File: src/sv/amrp_pkg.sv
// ----------------------------------------------------------------------------
// amrp_pkg
// Shared constants and types of the manufacturer record parser.
// ----------------------------------------------------------------------------
package amrp_pkg;

	// record layout
	localparam logic [7:0] MFR_TYPE     = 8'hFF;
	localparam logic [7:0] MIN_MFR_LEN  = 8'd13;
	localparam logic [7:0] NICK_OFFSET  = 8'd14;
	localparam logic [7:0] TYPE_OFFSET  = 8'd4;
	localparam logic [7:0] NONCE_OFFSET = 8'd5;
	localparam int         NONCE_BYTES  = 8;

	// configuration registers
	localparam int         CFG_IDX_W  = 1;
	localparam int         CFG_DATA_W = 16;
	localparam logic [CFG_IDX_W-1:0] CFG_COMPANY_ID = 1'd0;
	localparam logic [CFG_IDX_W-1:0] CFG_NICK_LIMIT = 1'd1;
	localparam logic [15:0] COMPANY_ID_RST     = 16'd0;
	localparam logic [7:0]  NICK_LIMIT_RST     = 8'd16;

	// results caused by one input byte: an optional nickname byte, then an
	// optional blob summary
	typedef struct packed {
		logic        has_nick;
		logic        has_sum;
		logic [7:0]  nick_byte;
		logic [7:0]  nick_index;
		logic        found;
		logic [7:0]  record_type;
		logic [63:0] nonce;
		logic [7:0]  nick_count;
	} res_pair_t;

endpackage

File: src/sv/amrp_if.sv
// ----------------------------------------------------------------------------
// amrp_in_if / amrp_out_if
// Valid/ready channels of the manufacturer record parser.
// ----------------------------------------------------------------------------
interface amrp_in_if;
	logic       valid;
	logic       ready;
	logic [7:0] ad_byte;
	logic [7:0] blob_len;

	modport source(output valid, ad_byte, blob_len, input ready);
	modport sink(input valid, ad_byte, blob_len, output ready);
endinterface

interface amrp_out_if;
	logic        valid;
	logic        ready;
	logic        out_kind;
	logic [7:0]  nick_byte;
	logic [7:0]  nick_index;
	logic        found;
	logic [7:0]  record_type;
	logic [63:0] nonce;
	logic [7:0]  nick_count;
	logic        result_last;

	modport source(output valid, out_kind, nick_byte, nick_index, found, record_type,
		nonce, nick_count, result_last, input ready);
	modport sink(input valid, out_kind, nick_byte, nick_index, found, record_type,
		nonce, nick_count, result_last, output ready);
endinterface

File: src/sv/adv_manufacturer_record_parser_unit.sv
// ----------------------------------------------------------------------------
// adv_manufacturer_record_parser_unit
// Length-type-value walk over advertising data, manufacturer record match.
// ----------------------------------------------------------------------------
// The parser takes one advertising byte per cycle while ready is high: each
// request is parsed in the cycle it is accepted and its results land in an
// output register, with a one-entry skid behind it, so input and output stall
// independently. A byte gives at most two results (a nickname byte and, on the
// blob's last byte, the summary); the output register presents one result at a
// time, so when the blob's last byte also carries a nickname byte the summary
// waits behind it, and ready drops only while the skid entry is occupied.
module adv_manufacturer_record_parser_unit
	import amrp_pkg::*;
(
	input  logic                  clk,
	input  logic                  arst_n,
	input  logic                  cfg_we,
	input  logic [CFG_IDX_W-1:0]  cfg_index,
	input  logic [CFG_DATA_W-1:0] cfg_data,
	amrp_in_if.sink               ad,
	amrp_out_if.source            res
);

	typedef enum logic [2:0] {
		PH_LEN, PH_TYPE, PH_SKIP, PH_CO_LO, PH_CO_HI, PH_HEADER, PH_NICK, PH_DONE
	} phase_t;

	logic [15:0] company_id_q;
	logic [7:0]  nick_limit_q;

	phase_t      phase_q, phase_n;
	logic [7:0]  byte_pos_q;
	logic [7:0]  rec_start_q, rec_start_n;
	logic [7:0]  rec_len_q, rec_len_n;
	logic [7:0]  type_q, type_n;
	logic [63:0] nonce_q, nonce_n;
	logic [7:0]  nick_rem_q, nick_rem_n;
	logic [7:0]  nick_done_q, nick_done_n;
	logic        found_q, found_n;

	res_pair_t   main_q, skid_q, new_res;
	logic        main_valid_q, skid_valid_q;

	logic        in_acc, last, rec_end, len_over, produce, main_pop, out_acc;
	logic [7:0]  b, off, nick_len;
	logic [2:0]  lane;
	phase_t      after_rec;

	assign b       = ad.ad_byte;
	assign in_acc  = ad.valid && ad.ready;
	assign ad.ready = !skid_valid_q;
	assign last    = ({1'b0, byte_pos_q} + 9'd1) >= {1'b0, ad.blob_len};
	assign off     = byte_pos_q - rec_start_q;
	assign rec_end = {1'b0, byte_pos_q} >= ({1'b0, rec_start_q} + {1'b0, rec_len_q});
	assign after_rec = rec_end ? PH_LEN : PH_SKIP;
	assign len_over = ({2'b0, byte_pos_q} + 10'd1 + {2'b0, b}) > {2'b0, ad.blob_len};
	assign nick_len = (b > nick_limit_q) ? nick_limit_q : b;
	assign lane     = 3'(off - NONCE_OFFSET);

	always_comb begin
		phase_n     = phase_q;
		rec_start_n = rec_start_q;
		rec_len_n   = rec_len_q;
		type_n      = type_q;
		nonce_n     = nonce_q;
		nick_rem_n  = nick_rem_q;
		nick_done_n = nick_done_q;
		found_n     = found_q;
		new_res     = '0;
		case (phase_q)
			PH_LEN: begin
				if (b == 8'd0 || len_over) begin
					phase_n = PH_DONE;
				end else begin
					rec_start_n = byte_pos_q;
					rec_len_n   = b;
					phase_n     = PH_TYPE;
				end
			end
			PH_TYPE: begin
				if (b == MFR_TYPE && rec_len_q >= MIN_MFR_LEN) begin
					phase_n = PH_CO_LO;
				end else begin
					phase_n = after_rec;
				end
			end
			PH_SKIP: begin
				phase_n = after_rec;
			end
			PH_CO_LO: begin
				phase_n = (b == company_id_q[7:0]) ? PH_CO_HI : after_rec;
			end
			PH_CO_HI: begin
				if (b == company_id_q[15:8]) begin
					found_n = 1'b1;
					phase_n = PH_HEADER;
				end else begin
					phase_n = after_rec;
				end
			end
			PH_HEADER: begin
				if (off == TYPE_OFFSET) begin
					type_n = b;
				end else if (off >= NONCE_OFFSET && off < NICK_OFFSET - 8'd1) begin
					for (int k = 0; k < NONCE_BYTES; k++) begin
						if (lane == 3'(k)) begin
							nonce_n[8*k +: 8] = nonce_q[8*k +: 8] | b;
						end
					end
				end else begin
					nick_rem_n = nick_len;
					phase_n    = (nick_len == 8'd0) ? PH_DONE : PH_NICK;
				end
			end
			PH_NICK: begin
				new_res.has_nick   = 1'b1;
				new_res.nick_byte  = b;
				new_res.nick_index = nick_done_q;
				nick_done_n        = nick_done_q + 8'd1;
				nick_rem_n         = nick_rem_q - 8'd1;
				if (nick_rem_q == 8'd1) begin
					phase_n = PH_DONE;
				end
			end
			default: begin
			end
		endcase
		// summary reports the state as left by this byte
		new_res.has_sum     = last;
		new_res.found       = last && found_n;
		new_res.record_type = last ? type_n : 8'd0;
		new_res.nonce       = last ? nonce_n : 64'd0;
		new_res.nick_count  = last ? nick_done_n : 8'd0;
	end

	assign produce  = new_res.has_nick || new_res.has_sum;
	assign out_acc  = res.valid && res.ready;
	assign main_pop = out_acc && !(main_q.has_nick && main_q.has_sum);

	always_ff @(posedge clk or negedge arst_n) begin
		if (!arst_n) begin
			company_id_q <= COMPANY_ID_RST;
			nick_limit_q <= NICK_LIMIT_RST;
			phase_q      <= PH_LEN;
			byte_pos_q   <= '0;
			rec_start_q  <= '0;
			rec_len_q    <= '0;
			type_q       <= '0;
			nonce_q      <= '0;
			nick_rem_q   <= '0;
			nick_done_q  <= '0;
			found_q      <= 1'b0;
			main_valid_q <= 1'b0;
			skid_valid_q <= 1'b0;
			main_q       <= '0;
			skid_q       <= '0;
		end else begin
			if (cfg_we) begin
				case (cfg_index)
					CFG_COMPANY_ID: company_id_q <= cfg_data[15:0];
					CFG_NICK_LIMIT: nick_limit_q <= cfg_data[7:0];
					default: begin
					end
				endcase
			end

			if (in_acc) begin
				if (last) begin
					phase_q     <= PH_LEN;
					byte_pos_q  <= '0;
					rec_start_q <= '0;
					rec_len_q   <= '0;
					type_q      <= '0;
					nonce_q     <= '0;
					nick_rem_q  <= '0;
					nick_done_q <= '0;
					found_q     <= 1'b0;
				end else begin
					phase_q     <= phase_n;
					byte_pos_q  <= byte_pos_q + 8'd1;
					rec_start_q <= rec_start_n;
					rec_len_q   <= rec_len_n;
					type_q      <= type_n;
					nonce_q     <= nonce_n;
					nick_rem_q  <= nick_rem_n;
					nick_done_q <= nick_done_n;
					found_q     <= found_n;
				end
			end

			// output register with one skid entry behind it
			if (out_acc && !main_pop) begin
				main_q.has_nick <= 1'b0;
				// summary still waits, a new request goes behind it
				if (in_acc && produce) begin
					skid_q       <= new_res;
					skid_valid_q <= 1'b1;
				end
			end else if (skid_valid_q) begin
				if (main_pop) begin
					main_q       <= skid_q;
					skid_valid_q <= 1'b0;
				end
			end else if (in_acc && produce) begin
				if (!main_valid_q || main_pop) begin
					main_q       <= new_res;
					main_valid_q <= 1'b1;
				end else begin
					skid_q       <= new_res;
					skid_valid_q <= 1'b1;
				end
			end else if (main_pop) begin
				main_valid_q <= 1'b0;
			end
		end
	end

	always_comb begin
		res.valid       = main_valid_q;
		res.out_kind    = !main_q.has_nick;
		res.nick_byte   = 8'd0;
		res.nick_index  = 8'd0;
		res.found       = 1'b0;
		res.record_type = 8'd0;
		res.nonce       = 64'd0;
		res.nick_count  = 8'd0;
		res.result_last = 1'b1;
		if (main_q.has_nick) begin
			res.nick_byte   = main_q.nick_byte;
			res.nick_index  = main_q.nick_index;
			res.result_last = !main_q.has_sum;
		end else begin
			res.found       = main_q.found;
			res.record_type = main_q.record_type;
			res.nonce       = main_q.nonce;
			res.nick_count  = main_q.nick_count;
		end
	end

`ifndef SYNTHESIS
	a_skid_behind_main: assert property (@(posedge clk) disable iff (!arst_n)
		skid_valid_q |-> main_valid_q)
		else $error("skid entry held with empty output register");

	a_summary_after_nick: assert property (@(posedge clk) disable iff (!arst_n)
		(out_acc && main_q.has_nick && main_q.has_sum)
		|=> (main_valid_q && !main_q.has_nick && main_q.has_sum))
		else $error("summary lost after nickname byte");

	a_nick_needs_match: assert property (@(posedge clk) disable iff (!arst_n)
		(phase_q == PH_NICK) |-> (found_q && nick_rem_q != 8'd0))
		else $error("nickname phase without a matched record");

	a_pos_in_blob: assert property (@(posedge clk) disable iff (!arst_n)
		byte_pos_q != 8'hFF)
		else $error("byte position ran past any blob length");
`endif

endmodule
File: src/flat_wrapper.sv
// flat-port wrapper written by rule: the top's interface ports become plain ports
module adv_manufacturer_record_parser_unit_flat import amrp_pkg::*;
  (clk, arst_n, cfg_we, cfg_index, cfg_data, ad_valid, ad_ad_byte, ad_blob_len, ad_ready, res_valid, res_out_kind, res_nick_byte, res_nick_index, res_found, res_record_type, res_nonce, res_nick_count, res_result_last, res_ready);
  amrp_in_if ad_i ();
  amrp_out_if res_i ();
  input  logic clk;
  input  logic arst_n;
  input  logic cfg_we;
  input  logic [CFG_IDX_W-1:0] cfg_index;
  input  logic [CFG_DATA_W-1:0] cfg_data;
  input wire logic [$bits(ad_i.valid)-1:0] ad_valid;
  input wire logic [$bits(ad_i.ad_byte)-1:0] ad_ad_byte;
  input wire logic [$bits(ad_i.blob_len)-1:0] ad_blob_len;
  output wire logic [$bits(ad_i.ready)-1:0] ad_ready;
  output wire logic [$bits(res_i.valid)-1:0] res_valid;
  output wire logic [$bits(res_i.out_kind)-1:0] res_out_kind;
  output wire logic [$bits(res_i.nick_byte)-1:0] res_nick_byte;
  output wire logic [$bits(res_i.nick_index)-1:0] res_nick_index;
  output wire logic [$bits(res_i.found)-1:0] res_found;
  output wire logic [$bits(res_i.record_type)-1:0] res_record_type;
  output wire logic [$bits(res_i.nonce)-1:0] res_nonce;
  output wire logic [$bits(res_i.nick_count)-1:0] res_nick_count;
  output wire logic [$bits(res_i.result_last)-1:0] res_result_last;
  input wire logic [$bits(res_i.ready)-1:0] res_ready;
  assign ad_i.valid = ad_valid;
  assign ad_i.ad_byte = ad_ad_byte;
  assign ad_i.blob_len = ad_blob_len;
  assign ad_ready = ad_i.ready;
  assign res_valid = res_i.valid;
  assign res_out_kind = res_i.out_kind;
  assign res_nick_byte = res_i.nick_byte;
  assign res_nick_index = res_i.nick_index;
  assign res_found = res_i.found;
  assign res_record_type = res_i.record_type;
  assign res_nonce = res_i.nonce;
  assign res_nick_count = res_i.nick_count;
  assign res_result_last = res_i.result_last;
  assign res_i.ready = res_ready;
  adv_manufacturer_record_parser_unit u_core (.clk(clk), .arst_n(arst_n), .cfg_we(cfg_we), .cfg_index(cfg_index), .cfg_data(cfg_data), .ad(ad_i), .res(res_i));
endmodule
File: config.mk
export PLATFORM = sky130hd
export DESIGN_NAME = adv_manufacturer_record_parser_unit_flat
export DESIGN_NICKNAME = d
export VERILOG_FILES = /design/src/sv/amrp_pkg.sv /design/src/sv/amrp_if.sv /design/src/sv/adv_manufacturer_record_parser_unit.sv /design/src/flat_wrapper.sv
export SDC_FILE = /design/constraint.sdc
export NUM_CORES = 1
export LEC_CHECK = 0
export BUFFER_PORTS_ARGS = -buffer_cell sky130_fd_sc_hd__clkbuf_2
export CAP_MARGIN = 30
export CORE_UTILIZATION = 35
export CTS_CLUSTER_DIAMETER = 80
export DETAILED_ROUTE_END_ITERATION = 10
export SYNTH_ARGS = -nofsm -noshare
export SYNTH_HDL_FRONTEND = slang
export SYNTH_SLANG_ARGS = --single-unit
export TNS_END_PERCENT = 5
File: constraint.sdc
create_clock -name clk -period 4.1 [get_ports clk]
set_input_delay 1.23 -clock clk [delete_from_list [all_inputs] [get_ports clk]]
set_output_delay 1.23 -clock clk [all_outputs]
set_load 0.02 [all_outputs]
# After elaboration in Yosys (flattened, before gate mapping)
# Cells that the tools add are included.
# classes
add_sub_neg	9
order_cmp	7
eq_ne	28
n_mux	74
bitwise_logic	11
reduce_logical	39
# op_table
op	count
99-bit two-way mux	9
64-bit two-way mux	6
8-bit two-way mux	30
8-bit bitwise OR	8
3-bit two-way mux	8
3-bit equality test (second input constant)	7
3-bit case mux with 7 select lines	1
8-bit by 1-bit adder with 9-bit output (second input constant)	2
1-bit two-way mux	17
8-bit by 1-bit adder with 8-bit output (second input constant)	2
8-bit equality test	2
8-bit logical NOT	2
16-bit two-way mux	1
8-bit case mux with 2 select lines	1
4-bit AND reduction	4
3-bit by 2-bit equality test with 1-bit output (second input constant)	4
10-bit by 8-bit adder with 10-bit output	1
10-bit by 8-bit greater-than comparator with 1-bit output	1
8-bit by 8-bit adder with 9-bit output	1
8-bit by 9-bit greater-or-equal comparator with 1-bit output	1
9-bit by 8-bit greater-or-equal comparator with 1-bit output	1
1-bit logical AND	9
3-bit nonzero test	3
8-bit by 1-bit equality test with 1-bit output (second input constant)	1
25 further kinds	46
# totals
reg_bits	340
word_cells	197
output_inout_bits	101
in_bits	38

# Logic depth before layout (Yosys ltp)
# Gate-level depths: netlist of the first run.
# logic_depth
depth_word	12
depth_mapped	17
depth_no_buf	16

# Worst setup path before layout of the first run
# No wires, ideal clock.
# synth_timing
path_type	input to register
from	input ad_ad_byte[1]
to	register u_core.phase_q[1]
path_buffers	1
slack_ps	-77
setup_ps	134
cell_stages	15
required_time_ps	3966
arrival_time_ps	4043
path_cell_list	clkbuf_1 > inv_1 > fa_1 > nor2b_1 > o31a_1 > o31a_1 > a21oi_1 > ha_1 > nand2_1 > a21oi_1 > o41ai_1 > a21oi_1 > or4b_2 > o221ai_1 > a2bb2oi_1
# synth_via
elab_chain_len	6
word_cells_on_any_way	14
classes_between	1 x add/sub; 1 x order compare; 3 x eq/ne; 6 x mux; 3 x reduce/logical
# synth_rtl
item	line_no	text
start, declared	flat_wrapper.sv:12	input wire logic [$bits(ad_i.ad_byte)-1:0] ad_ad_byte;
10-bit by 8-bit adder with 10-bit output	adv_manufacturer_record_parser_unit.sv:56	assign len_over = ({2'b0, byte_pos_q} + 10'd1 + {2'b0, b}) > {2'b0, ad.blob_len};
10-bit by 8-bit greater-than comparator with 1-bit output	adv_manufacturer_record_parser_unit.sv:56	
1-bit logical OR	adv_manufacturer_record_parser_unit.sv:72	if (b == 8'd0 || len_over) begin
3-bit two-way mux	adv_manufacturer_record_parser_unit.sv:72	
3-bit case mux with 7 select lines (*)	adv_manufacturer_record_parser_unit.sv:70	case (phase_q)
3-bit two-way mux (*)	adv_manufacturer_record_parser_unit.sv:168	if (last) begin
end signal, assigned	adv_manufacturer_record_parser_unit.sv:179	phase_q <= phase_n;
end, declared	adv_manufacturer_record_parser_unit.sv:31	phase_t phase_q, phase_n;
# Every way passes the cells marked *; elsewhere a longest branch is shown, timed or not.
# A chain may end at the register's enable or synchronous reset.

# Final worst setup path of the first run
# layout_timing
from	register u_core.byte_pos_q[0]
to	register u_core.phase_q[2]
# layout_via
elab_chain_len	7
word_cells_on_any_way	19
classes_between	4 x add/sub; 4 x order compare; 4 x eq/ne; 3 x mux; 4 x reduce/logical
# layout_rtl
item	line_no	text
start, declared	adv_manufacturer_record_parser_unit.sv:32	logic [7:0] byte_pos_q;
start signal, assigned	adv_manufacturer_record_parser_unit.sv:180	byte_pos_q <= byte_pos_q + 8'd1;
8-bit by 1-bit adder with 9-bit output	adv_manufacturer_record_parser_unit.sv:52, adv_manufacturer_record_parser_unit.sv:56	
10-bit by 8-bit adder with 10-bit output	adv_manufacturer_record_parser_unit.sv:56	
10-bit by 8-bit greater-than comparator with 1-bit output	adv_manufacturer_record_parser_unit.sv:56	
1-bit logical OR	adv_manufacturer_record_parser_unit.sv:72	
3-bit two-way mux	adv_manufacturer_record_parser_unit.sv:72	
3-bit case mux with 7 select lines	adv_manufacturer_record_parser_unit.sv:70	
3-bit two-way mux	adv_manufacturer_record_parser_unit.sv:168	
# Parallel ways exist; a longest one is shown, timed or not.

==> run summary, run 1 <==
total global-route track usage - 19.9%
area delta synth->final - 18.1%
flops & latches, synth - 340
Worst-Skew Late Latency - 0.57 ns
Tmin final - 3.77 ns
Setup crit start kind - flop
n_diodes - 0
mux contribution to synthesized area - 2.22%
worst hold path depth - 2
Clock transition at path regs - 0.06 ns
First DRT Iteration DRCs - 1091
fin. max-slew vios - 0
Vias - 14300
DR pass1 iterations - 8
Top FF cell, synth - dfrtp_1
beginning of the worst hold path - u_core.main_q[95]
sw frac - 40.3%
data arrival time of the critical path - 4.21 ns
port bufs - 138
Setup TNS - 0 ns
total CTS buffers - 38
leakage power - 9.18 nW
Max FO, Critical Path - 5
worst slew pin tran - 0.873 ns
Pwr Density - 615 nW/µm²
clock sink total - 340
reg2reg path depth - 18
Flop pwr share - 33.7%
vias in the first global route - 14100
detailed-route wire length - 49300 µm
initial antenna violation count - 1
Initial Util - 35.8%
simple-gate share of the synthesized area - 15.9%
status - finished, final reports clean
clock share of power - 26.8%
# IOs - 139
hold endpoint - u_core.main_q[95]
row count - 80
Final setup viols - 0
maximum VDD drop - 0.000325 V
Clock Skew - 0.0231 ns
Logic pwr share - 39.4%
post-route ant nets - 0
EDFF count, synth - 0
CP required - 4.53 ns
Synth Cell Area - 17200 µm²
Slew Limit Headroom - 41.3%
Adder-Cell Fraction of Synth Area - 4.71%
R2R Path End - u_core.phase_q[2]
remaining global-route overflow - 0
fin crit share - 92.0%
largest family of logic cells by synthesized area - compound AO/OA/AOI/OAI gates
# DRC - 0
pin count of the biggest net entering global routing - 97
Nets - 2086
xor/xnor cell area share of the yosys netlist - 2.03%
FF-to-FF Start - u_core.byte_pos_q[0]
Max Fclk - 0.265 GHz
Post-CTS Setup Repair Bufs - 0
vias per cell - 5.39
Hold WC Path Type - flop to flop
Worst setup EP type - flop
synthesized area per cell - 9.35 µm²
Die Y - 224 µm
Gate Count Post-Synth - 1841
Psw - 5.04 mW
number of max-cap violations - 0
layout cells sized above 1 - 17.2%
CTS tree - done
Die X-Extent - 224 µm
syn nets - 1942
Seq/Total Area, Yosys - 49.4%
most common cell after layout, fill and taps aside - dfrtp_1
layout filler cell count - 4699
unrepaired setup endpoints after global routing - false
final RePlAce weighted congestion - 0.853
Ys Warns - 0
CORE AREA - 48100 µm²
Post-synth ARST share - 100%
flop2flop setup slack - 0.33 ns
utilization after layout - 42.2%
total die area - 50100 µm²
Compound-Gate Fraction of Synth Area - 21.6%
most frequent cells in the layout - 337 x dfrtp_1, 225 x o21ai_0, 208 x nand2_1
H-tree depth - 2
Final Hold Viols - 0
first-pass GRT wire length - 79600 µm
DR WL/cell - 18.5 µm
clk buf depth - 3
CTS root buf - clkbuf_16
distinct cell type count after synthesis - 67
detailed placer's ending HPWL - 33800 µm
crit path kind - flop to flop
Internal Power - 7.46 mW
-- critical path: stages, from the launching register on --
cell,delay (ns)
dfrtp_1,0.36
ha_2,0.24
nand3_1,0.13
xnor2_1,0.15
buf_4,0.15
ha_1,0.28
buf_4,0.14
o21a_1,0.09
o31a_1,0.13
o31a_1,0.27
a21oi_1,0.14
ha_1,0.24
nand2_1,0.08
a21oi_1,0.05
o41ai_1,0.06
a21oi_1,0.16
or4b_2,0.68
o211ai_1,0.20
a2bb2oi_1,0.08
-- power by group through the flow --
stage / registers (mW) / clock network (mW) / logic [mW]
floorplan: 4.11 / 0 / 3.34
global placement: 4.34 / 0 / 4.72
detailed placement: 4.27 / 0 / 4.92
CTS: 4.21 / 3.42 / 4.93
global route: 4.28 / 3.55 / 5.49
finish: 4.22 / 3.35 / 4.93
-- logic make-up after synthesis --
group                      after synthesis
and+or+nand+nor                        570
muxes                                   35
buffers and inverters                  173
AOI/OAI and AO/OA                      621
xor gates and xnor gates                39
DFF                                    340
adders and majority gates               63
-- state kept, by name, indices dropped and copies added (netlist names), 3 cells and up --
register	flops
u_core.skid_q	99
u_core.nick_done_q	8
u_core.rec_start_q	8
u_core.nick_rem_q	8
u_core.nonce_q	64
u_core.type_q	8
u_core.company_id_q	16
u_core.nick_limit_q	8
u_core.byte_pos_q	8
u_core.main_q	99
u_core.phase_q	3
u_core.rec_len_q	8
-- cell type report --
| class | count | area (µm²) | share of cell area, % |
|---|---|---|---|
| sequential | 340 | 8510 | 41.9 |
| timing repair buffer | 230 | 1550 | 7.62 |
| clock inverter | 10 | 154 | 0.757 |
| clock buffer | 50 | 1060 | 5.19 |
| multi-input combinational | 1328 | 8060 | 39.6 |
| tap | 656 | 821 | 4.04 |
| inverter | 47 | 180 | 0.886 |
-- how the worst max path moves through the flow --
stage / from / slack, ns / depth (start not counted) / end
2_1_floorplan: ad_ad_byte[1] / 0.04 / 15 / u_core.phase_q[1]
3_3_place_gp: ad_ad_byte[0] / -0.17 / 15 / u_core.phase_q[1]
3_5_place_dp: ad_ad_byte[1] / -0.21 / 14 / u_core.phase_q[1]
4_1_cts: u_core.byte_pos_q[0] / 0.28 / 16 / u_core.rec_start_q[1]
5_1_grt: u_core.byte_pos_q[0] / 0.05 / 15 / u_core.phase_q[1]
6_report: u_core.byte_pos_q[0] / 0.33 / 18 / u_core.phase_q[2]
-- synthesized netlist by cell type, types with 10 or more instances --
master | n | share of area [%]
o211ai_1 | 11 | 0.48
clkbuf_1 | 100 | 2.2
o31a_1 | 11 | 0.56
nor2_1 | 138 | 3.0
o21ai_0 | 225 | 6.5
nor2b_1 | 93 | 3.4
or3_1 | 10 | 0.36
xnor2_1 | 22 | 1.1
nand2_1 | 208 | 4.5
inv_1 | 46 | 1.0
ha_1 | 60 | 4.4
mux2_2 | 26 | 1.7
o21a_1 | 11 | 0.48
nand4_1 | 12 | 0.44
nor3_1 | 27 | 0.79
nand3_1 | 25 | 0.73
a22o_1 | 24 | 1.2
a22oi_1 | 57 | 2.5
nor4_1 | 13 | 0.47
dfrtp_1 | 339 | 49
and2_1 | 18 | 0.65
a21oi_1 | 196 | 5.7
o31ai_1 | 19 | 0.83
xor2_1 | 16 | 0.81
-- per-layer routing --
| metal | track usage [%] | wire length [µm] | part of all wire [%] |
|---|---|---|---|
| met1 | 29.5 | 24100 | 49 |
| met3 | 3.65 | 2710 | 5.5 |
| met4 | 4.79 | 841 | 1.7 |
| met2 | 30.0 | 21700 | 44 |
| met5 | 0 | 13 | 0.026 |
-- metrics by stage --
stage	setup slack (ns)	cells	hold slack, ns	total power, mW	instance area, µm²
3_5_place_dp	-0.215	2601	0.465	9.19	19100
3_3_place_gp	-0.165	2600	0.459	9.06	19100
6_report	0.327	2661	0.475	12.5	20300
4_1_cts	0.275	2661	0.478	12.6	20300
5_1_grt	0.0497	2661	0.497	13.3	20300
2_1_floorplan	0.0394	1841	0.442	7.46	17200
-- timing repair --
| item | CTS | global route |
|---|---|---|
| hold buffers | 0 | 0 |
| gates resized for setup | 0 | 4 |
| endpoints found under the setup margin | 0 | 18 |
| hold endpoints to repair | 0 | 0 |
(Power assumes the default switching activity.)
==> inputs of run 2 (changes only) <==
--- a/config.mk
+++ b/config.mk
@@ -10,6 +10,7 @@
 export CORE_UTILIZATION = 35
 export CTS_CLUSTER_DIAMETER = 80
 export DETAILED_ROUTE_END_ITERATION = 10
+export PLACE_DENSITY = 0.62
 export SYNTH_ARGS = -nofsm -noshare
 export SYNTH_HDL_FRONTEND = slang
 export SYNTH_SLANG_ARGS = --single-unit
==> run 2 against run 1 <==
Hold slack worse by 0.0033 ns. Final cell count up 0.45%. Core utilization up 0.099 points. Critical endpoint is now u_core.phase_q[1]. Sequential power about the same. Count of clock-buffer cells in the layout up 10.
==> run summary, run 2 (same netlist as run 1, synthesis figures left out) <==
Die X-Extent - 224 µm
CP most frequent cell - a21oi_1
unrepaired setup endpoints after global routing - false
CP Buf/Inv Count - 2
number of max-cap violations - 0
fin. max-slew vios - 0
vias in the first global route - 14000
Max Fclk - 0.260 GHz
Post-CTS Setup Repair Bufs - 0
Hold WC Path Type - flop to flop
detailed placer's ending HPWL - 34200 µm
status - finished, final reports clean
clk buf depth - 3
Crit. path cell count - 15
CORE AREA - 48100 µm²
CP required - 4.49 ns
Die Y - 224 µm
dpl cells - 2604
layout filler cell count - 4699
Nets - 2090
remaining global-route overflow - 0
flop2flop setup slack - 0.27 ns
Clock Skew - 0.0134 ns
R2R Path End - u_core.phase_q[1]
met3 wire len - 2650 µm
DR pass1 iterations - 8
worst path cell trace - clkbuf_2, ha_1, inv_1, fa_1, nor2b_1, o31a_1, a21oi_1, ha_1, o21ai_0, a21oi_1, o41ai_1, a21oi_1, or4b_2, o221ai_1, a2bb2oi_1
Clock transition at path regs - 0.06 ns
DR WL/cell - 18.5 µm
Pwr Density - 617 nW/µm²
final RePlAce weighted congestion - 0.864
crit path kind - primary input to flop
maximum VDD drop - 0.000376 V
Tmin final - 3.84 ns
Initial Util - 35.8%
most common cell after layout, fill and taps aside - dfrtp_1
total CTS buffers - 38
Crit path largest cell delay - 0.69 ns
Setup crit start kind - primary input
worst slew pin tran - 0.864 ns
vias per cell - 5.41
fin crit share - 93.7%
port bufs - 138
leakage power - 9.23 nW
Final setup viols - 0
Final Hold Viols - 0
Top Family by Delay on Critical Path - compound AO/OA/AOI/OAI gates
pin count of the biggest net entering global routing - 102
Post-DP Area - 19100 µm²
total die area - 50100 µm²
Setup TNS - 0 ns
# IOs - 139
area delta synth->final - 18.4%
Max FO, Critical Path - 3
row count - 80
FF-to-FF Start - u_core.byte_pos_q[4]
H-tree depth - 2
Top Registers - u_core.main_q (99), u_core.skid_q (99), u_core.nonce_q (64)
total global-route track usage - 19.7%
crit path launch - ad_ad_byte[0]
met2 wire length - 21900 µm
design area - 20400 µm²
Slew Limit Headroom - 41.9%
detailed-route wire length - 49400 µm
data arrival time of the critical path - 4.23 ns
top sig layer - met4
CP endpoint - u_core.phase_q[1]
Worst-Skew Late Latency - 0.54 ns
n_diodes - 0
post-route ant nets - 0
clock sink total - 340
# DRC - 0
CTS tree - done
routed length on met1 - 23800 µm
CTS root buf - clkbuf_16
Critical-path top delay cell - or4b_2
Vias - 14500
layout cells sized above 1 - 17.5%
reg2reg path depth - 17
first-pass GRT wire length - 78900 µm
most frequent cells in the layout - 336 x dfrtp_1, 225 x o21ai_0, 208 x nand2_1
First DRT Iteration DRCs - 1010
final cell count without fillers - 2673
Worst setup EP type - flop
hold-fix buffers at CTS - 0
initial antenna violation count - 0
run 2: repair_timing:
item                                    in CTS  in global routing
resized for setup                            0                  5
endpoints found under the setup margin       0                 18
endpoints found under the hold margin        0                  0
run 2: metrics by stage:
step,util (%),setup WS (ns),hold slack [ns],power [mW]
detailed placement,39.6,-0.280,0.464,9.20
global route,42.3,0.0157,0.495,13.4
floorplan,-,0.0394,0.442,7.46
finish,42.3,0.260,0.472,12.6
CTS,42.2,0.172,0.477,12.6
global placement,39.6,-0.649,0.459,9.09
run 2: how the worst min path moves through the flow:
stage,start,end,slack [ns],depth (start not counted)
after floorplan,u_core.main_q[1],u_core.main_q[1],0.44,2
after global placement,u_core.main_q[1],u_core.main_q[1],0.46,2
after detailed placement,u_core.main_q[84],u_core.main_q[84],0.46,2
after CTS,u_core.main_q[84],u_core.main_q[84],0.48,2
after global routing,u_core.skid_q[73],u_core.skid_q[73],0.50,2
final,u_core.main_q[84],u_core.main_q[84],0.47,2
run 2: cell type report:
type                    count  area [µm²]  area share (%)
repair buffers            234        1560            7.64
clock inverters             8        87.6           0.430
flip-flops and latches    340        8520            41.8
inverters                  47         176           0.866
well taps                 656         821            4.03
multi-input cells        1328        8070            39.6
clock buffers              60        1150            5.67
run 2: metal layers:
layer | vias up | global-route usage (%)
met5 | - | 0
met1 | 7159 | 29.1
met2 | 416 | 29.9
met3 | 71 | 3.17
met4 | 0 | 5.35
li1 | 6828 | -
run 2: worst min-delay path, stage by stage, from the launching register on:
cell	delay [ns]
dfrtp_1	0.33
nand2_1	0.05
o21ai_0	0.06
run 2: power breakdown:
group / switching (mW) / leakage (nW) / internal (mW)
Sequential: 0.431 / 4.59 / 3.81
Clock: 1.36 / 0.614 / 2.01
Combinational: 3.22 / 4.03 / 1.75
Total: 5.01 / 9.23 / 7.56
